## config.mk

```make
export PLATFORM = sky130hd
export DESIGN_NAME = rgb_led_serial_pulse_driver_core_flat
export DESIGN_NICKNAME = d
export VERILOG_FILES = /design/src/design/rgbled_pkg.sv /design/src/design/rgbled_cmd_if.sv /design/src/design/rgbled_res_if.sv /design/src/design/rgbled_cfg_if.sv /design/src/design/rgbled_engine.sv /design/src/design/rgbled_outbuf.sv /design/src/design/rgb_led_serial_pulse_driver_core.sv /design/src/flat_wrapper.sv
export SDC_FILE = /design/constraint.sdc
export NUM_CORES = 1
export LEC_CHECK = 0
export BUFFER_PORTS_ARGS = -buffer_cell sky130_fd_sc_hd__clkbuf_2
export CORE_ASPECT_RATIO = 0.8
export CORE_MARGIN = 3
export CORE_UTILIZATION = 50
export DETAILED_ROUTE_END_ITERATION = 12
export HOLD_SLACK_MARGIN = 0.12
export PLACE_DENSITY = 0.68
export SYNTH_ARGS = -nofsm -noshare
export SYNTH_HDL_FRONTEND = slang
export SYNTH_SLANG_ARGS = --single-unit
```

## constraint.sdc

```tcl
create_clock -name clk -period 9.4 [get_ports clk]
set_input_delay 1.88 -clock clk [delete_from_list [all_inputs] [get_ports clk]]
set_output_delay 1.88 -clock clk [all_outputs]
set_load 0.02 [all_outputs]
```

## src/design/rgbled_pkg.sv

```systemverilog
// Shared types, codes and reset constants for the RGB LED serial pulse driver.
package rgbled_pkg;

	localparam int unsigned FRAME_BITS_DEF  = 24;
	localparam int unsigned COUNT_WIDTH_DEF = 16;

	localparam int unsigned COLOR_W = 24;
	localparam int unsigned CFG_W   = 16;
	localparam int unsigned CFG_IDX_W = 2;

	// Configuration register indexes
	localparam logic [CFG_IDX_W-1:0] CFG_ZERO_HIGH  = 2'd0;
	localparam logic [CFG_IDX_W-1:0] CFG_ONE_HIGH   = 2'd1;
	localparam logic [CFG_IDX_W-1:0] CFG_BIT_PERIOD = 2'd2;

	// Configuration reset values
	localparam logic [CFG_W-1:0] ZERO_HIGH_RST  = 16'd26;
	localparam logic [CFG_W-1:0] ONE_HIGH_RST   = 16'd52;
	localparam logic [CFG_W-1:0] BIT_PERIOD_RST = 16'd81;

	localparam logic [COLOR_W-1:0] LAST_SENT_RST = 24'hFFFFFF;

	typedef enum logic [2:0] {
		OP_TICK      = 3'd0,
		OP_SET_ALL   = 3'd1,
		OP_SET_RED   = 3'd2,
		OP_SET_GREEN = 3'd3,
		OP_SET_BLUE  = 3'd4,
		OP_ON        = 3'd5,
		OP_OFF       = 3'd6
	} opcode_t;

	typedef struct packed {
		logic               data_line;
		logic               lock_line;
		logic               busy_res;
		logic               is_on;
		logic [COLOR_W-1:0] packed_color;
	} result_t;

	typedef struct packed {
		logic push;   // request taken this cycle
		logic ready;  // buffer can take a request
	} hs_t;

endpackage

```

## src/design/rgbled_cmd_if.sv

```systemverilog
// Command channel: opcode and color values, valid/ready.
interface rgbled_cmd_if;
	logic       valid;
	logic       ready;
	logic [2:0] opcode;
	logic [7:0] red_value;
	logic [7:0] green_value;
	logic [7:0] blue_value;

	modport source (output valid, output opcode, output red_value, output green_value,
		output blue_value, input ready);
	modport sink (input valid, input opcode, input red_value, input green_value,
		input blue_value, output ready);
endinterface

```

## src/design/rgbled_res_if.sv

```systemverilog
// Result channel: line levels and status, valid/ready.
interface rgbled_res_if;
	logic        valid;
	logic        ready;
	logic        data_line;
	logic        lock_line;
	logic        busy_res;
	logic        is_on;
	logic [23:0] packed_color;

	modport source (output valid, output data_line, output lock_line, output busy_res,
		output is_on, output packed_color, input ready);
	modport sink (input valid, input data_line, input lock_line, input busy_res,
		input is_on, input packed_color, output ready);
endinterface

```

## src/design/rgbled_cfg_if.sv

```systemverilog
// Configuration write channel: register index and data, valid/ready.
interface rgbled_cfg_if;
	logic                            valid;
	logic                            ready;
	logic [rgbled_pkg::CFG_IDX_W-1:0] index;
	logic [rgbled_pkg::CFG_W-1:0]     data;

	modport source (output valid, output index, output data, input ready);
	modport sink (input valid, input index, input data, output ready);
endinterface

```

## src/design/rgbled_engine.sv

```systemverilog
// Color/frame state, pulse timing and per-request result logic.
module rgbled_engine #(
	parameter int unsigned FRAME_BITS  = rgbled_pkg::FRAME_BITS_DEF,
	parameter int unsigned COUNT_WIDTH = rgbled_pkg::COUNT_WIDTH_DEF
) (
	input  logic                            clk,
	input  logic                            arst_n,
	input  logic                            cfg_we,
	input  logic [rgbled_pkg::CFG_IDX_W-1:0] cfg_index,
	input  logic [rgbled_pkg::CFG_W-1:0]     cfg_data,
	input  rgbled_pkg::hs_t                 hs,
	input  logic [2:0]                      opcode,
	input  logic [7:0]                      red_value,
	input  logic [7:0]                      green_value,
	input  logic [7:0]                      blue_value,
	output rgbled_pkg::result_t             result
);
	localparam int unsigned BIDX_W = $clog2(FRAME_BITS);
	localparam int unsigned EXT_W  = (COUNT_WIDTH > rgbled_pkg::CFG_W) ? COUNT_WIDTH
		: rgbled_pkg::CFG_W;
	localparam int unsigned CW = rgbled_pkg::COLOR_W;

	logic [rgbled_pkg::CFG_W-1:0] zero_high_q, one_high_q, bit_period_q;
	logic [7:0]          red_q, green_q, blue_q;
	logic                enabled_q;
	logic [CW-1:0]       last_sent_q;
	logic [CW-1:0]       shift_q;
	logic [BIDX_W-1:0]   bidx_q;
	logic [COUNT_WIDTH-1:0] slot_q;
	logic                in_frame_q;

	logic [7:0]          red_n, green_n, blue_n;
	logic                enabled_n;
	logic [CW-1:0]       disp;
	logic                differs, start, active;
	logic [CW-1:0]       shift_e;
	logic [BIDX_W-1:0]   bidx_e;
	logic [COUNT_WIDTH-1:0] slot_e;
	logic [EXT_W-1:0]    zero_ext, one_ext, period_ext;
	logic [COUNT_WIDTH-1:0] high_m, period_m;
	logic [COUNT_WIDTH:0] slot_inc;
	logic                slot_end, frame_end;

	always_ff @(posedge clk or negedge arst_n) begin
		if (!arst_n) begin
			zero_high_q  <= rgbled_pkg::ZERO_HIGH_RST;
			one_high_q   <= rgbled_pkg::ONE_HIGH_RST;
			bit_period_q <= rgbled_pkg::BIT_PERIOD_RST;
		end else if (cfg_we) begin
			case (cfg_index)
				rgbled_pkg::CFG_ZERO_HIGH:  zero_high_q  <= cfg_data;
				rgbled_pkg::CFG_ONE_HIGH:   one_high_q   <= cfg_data;
				rgbled_pkg::CFG_BIT_PERIOD: bit_period_q <= cfg_data;
				default: ;
			endcase
		end
	end

	// Command decode
	always_comb begin
		red_n     = red_q;
		green_n   = green_q;
		blue_n    = blue_q;
		enabled_n = enabled_q;
		case (rgbled_pkg::opcode_t'(opcode))
			rgbled_pkg::OP_SET_ALL: begin
				red_n   = red_value;
				green_n = green_value;
				blue_n  = blue_value;
			end
			rgbled_pkg::OP_SET_RED:   red_n     = red_value;
			rgbled_pkg::OP_SET_GREEN: green_n   = green_value;
			rgbled_pkg::OP_SET_BLUE:  blue_n    = blue_value;
			rgbled_pkg::OP_ON:        enabled_n = 1'b1;
			rgbled_pkg::OP_OFF:       enabled_n = 1'b0;
			default: ;
		endcase
	end

	assign disp    = enabled_n ? {green_n, red_n, blue_n} : '0;
	assign differs = (disp != last_sent_q);
	assign start   = !in_frame_q && differs;
	assign active  = in_frame_q || start;
	assign shift_e = start ? disp : shift_q;
	assign bidx_e  = start ? '0 : bidx_q;
	assign slot_e  = start ? '0 : slot_q;

	assign zero_ext   = EXT_W'(zero_high_q);
	assign one_ext    = EXT_W'(one_high_q);
	assign period_ext = EXT_W'(bit_period_q);
	assign high_m     = shift_e[CW-1] ? one_ext[COUNT_WIDTH-1:0] : zero_ext[COUNT_WIDTH-1:0];
	assign period_m   = period_ext[COUNT_WIDTH-1:0];

	assign slot_inc  = {1'b0, slot_e} + 1'b1;
	assign slot_end  = (slot_inc >= {1'b0, period_m});
	assign frame_end = (bidx_e == BIDX_W'(FRAME_BITS - 1));

	always_ff @(posedge clk or negedge arst_n) begin
		if (!arst_n) begin
			red_q       <= '0;
			green_q     <= '0;
			blue_q      <= '0;
			enabled_q   <= 1'b1;
			last_sent_q <= rgbled_pkg::LAST_SENT_RST;
			shift_q     <= '0;
			bidx_q      <= '0;
			slot_q      <= '0;
			in_frame_q  <= 1'b0;
		end else if (hs.push) begin
			red_q     <= red_n;
			green_q   <= green_n;
			blue_q    <= blue_n;
			enabled_q <= enabled_n;
			if (start) begin
				last_sent_q <= disp;
			end
			if (active) begin
				if (slot_end) begin
					slot_q  <= '0;
					shift_q <= {shift_e[CW-2:0], 1'b0};
					if (frame_end) begin
						bidx_q     <= '0;
						in_frame_q <= 1'b0;
					end else begin
						bidx_q     <= bidx_e + 1'b1;
						in_frame_q <= 1'b1;
					end
				end else begin
					slot_q     <= slot_inc[COUNT_WIDTH-1:0];
					shift_q    <= shift_e;
					bidx_q     <= bidx_e;
					in_frame_q <= 1'b1;
				end
			end
		end
	end

	assign result.data_line    = active ? (slot_e < high_m) : 1'b1;
	assign result.lock_line    = active;
	assign result.busy_res     = active || differs;
	assign result.is_on        = enabled_n;
	assign result.packed_color = {blue_n, green_n, red_n};
endmodule

```

## src/design/rgbled_outbuf.sv

```systemverilog
// Two-entry result buffer: output register plus skid register.
module rgbled_outbuf (
	input  logic                clk,
	input  logic                arst_n,
	input  logic                push,
	input  rgbled_pkg::result_t din,
	output rgbled_pkg::hs_t     hs_ready,
	output logic                out_valid,
	input  logic                out_ready,
	output rgbled_pkg::result_t dout
);
	rgbled_pkg::result_t main_q, skid_q;
	logic main_v_q, skid_v_q;
	logic pop;

	assign pop            = main_v_q && out_ready;
	assign hs_ready.ready = !skid_v_q;
	assign hs_ready.push  = push;

	always_ff @(posedge clk or negedge arst_n) begin
		if (!arst_n) begin
			main_v_q <= 1'b0;
			skid_v_q <= 1'b0;
		end else if (skid_v_q) begin
			if (pop) begin
				skid_v_q <= 1'b0;
			end
		end else if (push) begin
			if (main_v_q && !pop) begin
				skid_v_q <= 1'b1;
			end else begin
				main_v_q <= 1'b1;
			end
		end else if (pop) begin
			main_v_q <= 1'b0;
		end
	end

	always_ff @(posedge clk) begin
		if (skid_v_q) begin
			if (pop) begin
				main_q <= skid_q;
			end
		end else if (push) begin
			if (main_v_q && !pop) begin
				skid_q <= din;
			end else begin
				main_q <= din;
			end
		end
	end

	assign out_valid = main_v_q;
	assign dout      = main_q;
endmodule

```

## src/design/rgb_led_serial_pulse_driver_core.sv

```systemverilog
// Top level of the RGB LED serial pulse driver (single-wire GRB transmitter).
//
//  channel | dir | handshake        | payload
//  --------+-----+------------------+------------------------------------------------
//  cmd     | in  | valid/ready      | opcode, red_value, green_value, blue_value
//  res     | out | valid/ready      | data_line, lock_line, busy_res, is_on, packed_color
//  cfg     | in  | valid/ready(=1)  | index, data
//
//  One request (one pulse-timer tick) is taken per cycle while cmd.ready is high and
//  yields one result from the engine's single-pass logic, registered into the output
//  register, or into the skid register while it is held. The two-entry buffer keeps
//  cmd.ready high while one result waits; cmd.ready drops only when both are full.
//  arst_n clears colors to black, turns the LED on and marks the last sent color
//  as all ones, so the first tick after reset starts a black frame.
module rgb_led_serial_pulse_driver_core #(
	parameter int unsigned FRAME_BITS  = rgbled_pkg::FRAME_BITS_DEF,
	parameter int unsigned COUNT_WIDTH = rgbled_pkg::COUNT_WIDTH_DEF
) (
	input  logic         clk,
	input  logic         arst_n,
	rgbled_cmd_if.sink   cmd,
	rgbled_res_if.source res,
	rgbled_cfg_if.sink   cfg
);
	rgbled_pkg::hs_t     hs;
	rgbled_pkg::result_t eng_result;
	rgbled_pkg::result_t buf_result;
	logic                push;
	logic                buf_valid;

	// Configuration writes are always taken.
	assign cfg.ready = 1'b1;

	// A request is taken whenever the skid entry is free.
	assign cmd.ready = hs.ready;
	assign push      = cmd.valid && hs.ready;

	rgbled_engine #(
		.FRAME_BITS  (FRAME_BITS),
		.COUNT_WIDTH (COUNT_WIDTH)
	) u_engine (
		.clk         (clk),
		.arst_n      (arst_n),
		.cfg_we      (cfg.valid),
		.cfg_index   (cfg.index),
		.cfg_data    (cfg.data),
		.hs          (hs),
		.opcode      (cmd.opcode),
		.red_value   (cmd.red_value),
		.green_value (cmd.green_value),
		.blue_value  (cmd.blue_value),
		.result      (eng_result)
	);

	rgbled_outbuf u_outbuf (
		.clk       (clk),
		.arst_n    (arst_n),
		.push      (push),
		.din       (eng_result),
		.hs_ready  (hs),
		.out_valid (buf_valid),
		.out_ready (res.ready),
		.dout      (buf_result)
	);

	assign res.valid        = buf_valid;
	assign res.data_line    = buf_result.data_line;
	assign res.lock_line    = buf_result.lock_line;
	assign res.busy_res     = buf_result.busy_res;
	assign res.is_on        = buf_result.is_on;
	assign res.packed_color = buf_result.packed_color;
endmodule
```

## src/flat_wrapper.sv

```systemverilog
// flat-port wrapper written by rule: the top's interface ports become plain ports
module rgb_led_serial_pulse_driver_core_flat 
#(
	parameter int unsigned FRAME_BITS  = rgbled_pkg::FRAME_BITS_DEF,
	parameter int unsigned COUNT_WIDTH = rgbled_pkg::COUNT_WIDTH_DEF
)
  (clk, arst_n, cmd_valid, cmd_opcode, cmd_red_value, cmd_green_value, cmd_blue_value, cmd_ready, res_valid, res_data_line, res_lock_line, res_busy_res, res_is_on, res_packed_color, res_ready, cfg_valid, cfg_index, cfg_data, cfg_ready);
  rgbled_cmd_if cmd_i ();
  rgbled_res_if res_i ();
  rgbled_cfg_if cfg_i ();
  input  logic clk;
  input  logic arst_n;
  input wire logic [$bits(cmd_i.valid)-1:0] cmd_valid;
  input wire logic [$bits(cmd_i.opcode)-1:0] cmd_opcode;
  input wire logic [$bits(cmd_i.red_value)-1:0] cmd_red_value;
  input wire logic [$bits(cmd_i.green_value)-1:0] cmd_green_value;
  input wire logic [$bits(cmd_i.blue_value)-1:0] cmd_blue_value;
  output wire logic [$bits(cmd_i.ready)-1:0] cmd_ready;
  output wire logic [$bits(res_i.valid)-1:0] res_valid;
  output wire logic [$bits(res_i.data_line)-1:0] res_data_line;
  output wire logic [$bits(res_i.lock_line)-1:0] res_lock_line;
  output wire logic [$bits(res_i.busy_res)-1:0] res_busy_res;
  output wire logic [$bits(res_i.is_on)-1:0] res_is_on;
  output wire logic [$bits(res_i.packed_color)-1:0] res_packed_color;
  input wire logic [$bits(res_i.ready)-1:0] res_ready;
  input wire logic [$bits(cfg_i.valid)-1:0] cfg_valid;
  input wire logic [$bits(cfg_i.index)-1:0] cfg_index;
  input wire logic [$bits(cfg_i.data)-1:0] cfg_data;
  output wire logic [$bits(cfg_i.ready)-1:0] cfg_ready;
  assign cmd_i.valid = cmd_valid;
  assign cmd_i.opcode = cmd_opcode;
  assign cmd_i.red_value = cmd_red_value;
  assign cmd_i.green_value = cmd_green_value;
  assign cmd_i.blue_value = cmd_blue_value;
  assign cmd_ready = cmd_i.ready;
  assign res_valid = res_i.valid;
  assign res_data_line = res_i.data_line;
  assign res_lock_line = res_i.lock_line;
  assign res_busy_res = res_i.busy_res;
  assign res_is_on = res_i.is_on;
  assign res_packed_color = res_i.packed_color;
  assign res_i.ready = res_ready;
  assign cfg_i.valid = cfg_valid;
  assign cfg_i.index = cfg_index;
  assign cfg_i.data = cfg_data;
  assign cfg_ready = cfg_i.ready;
  rgb_led_serial_pulse_driver_core #(.FRAME_BITS(FRAME_BITS), .COUNT_WIDTH(COUNT_WIDTH)) u_core (.clk(clk), .arst_n(arst_n), .cmd(cmd_i), .res(res_i), .cfg(cfg_i));
endmodule
```

==> metrics.md <==
| Metric | Value |
|---|---|
| Setup repair after global routing missed its margin | false |
| Final Util | 0.5716 |
| Vias in the first global route | 7753 |
| Rel. slew slack | 0.3504 |
| Critical path type | in -> reg |
| Worst Path Max Fanout | 32 |
| Via/cell ratio | 5.754 |
| Antenna violations before repair | 0 |
| Minimum clock period | 8.322 ns |
| CTS tree | yes |
| Hold_buf cts | 0 |
| Synthesized area | 11210 um2 |
| Maximum clock frequency | 120.2 MHz |
| Ys async rst share | 0.7286 |
| Status | finished, final reports clean |
| DR pass1 iterations | 5 |
| Synth area leaders | dfrtp_1 (25%), edfxtp_1 (14%), mux2_2 (11%), dfstp_2 (8.0%), mux2i_1 (3.9%) |
| Final setup vio count | 0 |
| Synthesis-to-layout area growth | 11.11% |
| Post-synth top flop | dfrtp_1 |
| Final Skew | 0.01800 ns |
| CP endpoint kind | register |
| IO Pins | 81 |
| Layout fillers | 1837 |
| Clk pin slew, worst setup/hold paths | 0.08 ns |
| RePlAce Congestion | 0.8962 |
| P_int | 1.958 mW |
| Antenna diodes | 0 |
| Hold depth | 2 |
| Final period utilization | 0.8853 |
| Routed WL | 25950 um |
| Final count of hold timing violations | 0 |
| CTS buffer count | 17 |
| DP Worst Slack | 0.8026 ns |
| Layout Nets | 1186 |
| Net Sw Power | 1.173 mW |
| Yosys top cell area share | 0.2477 |
| Starting Density | 0.5144 |
| Final worst setup slack | 1.078 ns |
| Setup crit start kind | primary input |
| Clk_lat worst skew | 0.45 ns |
| Drt initial violations | 711 |
| Mean Syn Cell Area | 10.73 um2 |
| Overall Power | 3.131 mW |
| Clock tree sinks | 199 |
| Max-cap check violation count | 0 |
| Die Footprint | 24270 um2 |
| Synth Register Bits | 199 |
| Layout cells sized above 1 | 0.2697 |
| Synthesized Nets | 1128 |
| Largest area contributor in the netlist | dfrtp_1 |
| ANT nets after route | 0 |
| Die height | 140.0 um |
| H-tree levels | 4 |
| WP data required | 9.76 ns |
| Critical Path AT | 8.68 ns |
| Clk pwr share | 0.238 |
| Post-Layout Inst Area | 12460 um2 |
| Post-Syn Instances | 1045 |
| Postcts setup bufs | 0 |
| Ys Warns | 0 |
| Die width | 173.4 um |
| Worst Tran Pin Value | 0.9715 ns |
| Max-slew violation count | 0 |
| Worst hold-check path type | reg -> reg |
| DRC Markers | 0 |
| Placed Area | 11860 um2 |
| Setup TNS | 0 ns |
| Port buffer count | 79 |
| Std-Cell Rows | 48 |
| Peak supply drop | 0.0001210 V |
| Most frequent cells in the layout | nand2_1 (115), dfrtp_1 (111), mux2_2 (110) |
| Post-synthesis sequential area ratio | 0.4719 |
| Core Box Area | 21800 um2 |
| Sequential share of power | 0.418 |
| GRT Overall Usage | 0.2174 |
| LEAKAGE | 5.303 nW |
| Yosys cell types | 85 |
| Clock Tree Buf Depth | 2 |
| First-pass GRT wire length | 42670 um |
| Sw frac | 0.3746 |
| Post-CTS sizing | 0 |
| DP Wirelength | 18330 um |
| Commonest non-fill, non-tap cell in the layout | nand2_1 |
| Number of flops mapped to enable cells by yosys | 54 |
| Logic pwr share | 0.344 |
| Pwr Density | 251.3 nW/um2 |
| Clock Tree Root | clkbuf_16 |
| Avg WL per Cell | 18.33 um |
| Via Count | 8148 |
| Worst r2r path cells | 26 |
| Largest net degree at the start of global routing | 78 |
| GRT overflow | 0 |
final cells by class:
type / instances / area, um2 / share of cell area
clock buffer: 17 / 425.4 / 0.03414
sequential: 199 / 5293 / 0.4247
clock inverter: 15 / 176.4 / 0.01416
multi-input combinational: 733 / 5451 / 0.4375
inverter: 56 / 210.2 / 0.01687
timing repair buffer: 96 / 529.3 / 0.04247
tap: 300 / 375.4 / 0.03012
final timing paths:
kind / startpoint / endpoint / slack (ns)
worst max-delay path: cmd_opcode[0] / u_core.u_engine.shift_q[13] / 1.08
worst min-delay path: u_core.u_engine.last_sent_q[3] / u_core.u_engine.last_sent_q[3] / 0.49
worst max register to register: u_core.u_engine.enabled_q / u_core.u_engine.shift_q[13] / 2.20
worst min register to register: u_core.u_engine.last_sent_q[3] / u_core.u_engine.last_sent_q[3] / 0.49
max in group asynchronous: arst_n / u_core.u_engine.bidx_q[3] / 6.53
min in group asynchronous: arst_n / u_core.u_engine.zero_ext[5] / 1.47
logic make-up after synthesis:
kind of cell | share of synthesized area
DFF | 0.4719
muxes | 0.1661
buffers and inverters | 0.04429
other | 0.0003344
xor gates and xnor gates | 0.02343
and+or+nand+nor | 0.1254
AOI/OAI and AO/OA | 0.1317
adders and majority gates | 0.03682
power by group through the flow:
stage | clock network [mW] | logic, mW | registers [mW]
2_1_floorplan | 0 | 0.730 | 1.34
3_3_place_gp | 0 | 1.05 | 1.31
3_5_place_dp | 0 | 1.08 | 1.32
4_1_cts | 0.755 | 1.09 | 1.31
5_1_grt | 0.798 | 1.20 | 1.34
6_report | 0.746 | 1.08 | 1.31
cells in the mapped netlist (11+ instances only):
| master | instances |
|---|---|
| a21oi_1 | 38 |
| a22o_1 | 15 |
| and2_1 | 16 |
| clkbuf_1 | 30 |
| dfrtp_1 | 111 |
| dfstp_2 | 34 |
| edfxtp_1 | 54 |
| ha_1 | 33 |
| inv_1 | 56 |
| mux2_1 | 13 |
| mux2_2 | 110 |
| mux2i_1 | 44 |
| nand2_1 | 115 |
| nand3_1 | 17 |
| nand4_1 | 11 |
| nor2_1 | 66 |
| nor2b_1 | 12 |
| o21ai_0 | 61 |
| xnor2_1 | 11 |
| xor2_1 | 14 |
routing by layer:
layer  vias to the layer above  part of all wire  global-route usage
li1                       3899                 -                   -
met1                      4003              0.51              0.3501
met2                       224              0.43              0.3091
met3                        22             0.052             0.03821
met4                         0            0.0072             0.03582
met5                         -                 0                   0
worst max-delay path, stage by stage:
cell and delay, ns:
clkbuf_2 0.50, xor2_4 0.31, nand3_1 0.21, a211oi_1 0.44
xor2_1 0.13, a2111oi_1 0.67, nand4_2 0.25, o21a_2 0.35
nor2_1 0.18, ha_1 0.24, and3_1 0.24, nand3_1 0.15
inv_1 0.10, nand3_1 0.21, nor2b_1 0.31, nand4_1 0.22
xor2_1 0.20, nor2_1 0.07, ha_1 0.32, o21a_1 0.10
o21ai_0 0.15, a31oi_1 0.08, a211o_1 0.32, a21oi_2 0.11
buf_4 0.39, mux2_1 0.37, a21oi_1 0.17
flip-flops by register name (all words and copies together) (netlist names), 16 cells and up:
name / flops
u_core.u_engine.bit_period_q: 16
u_core.u_engine.last_sent_q: 24
u_core.u_engine.one_ext: 16
u_core.u_engine.shift_q: 24
u_core.u_engine.slot_q: 16
u_core.u_engine.zero_ext: 16
u_core.u_outbuf.dout: 27
u_core.u_outbuf.skid_q: 27
per-stage QoR:
stage | std cells | hold slack [ns]
global placement | 1384 | 0.4736
global route | 1416 | 0.5271
floorplan | 1045 | 0.4625
detailed placement | 1384 | 0.4854
CTS | 1416 | 0.4951
finish | 1416 | 0.4938
Note: power is estimated with default switching activity, not from simulation.
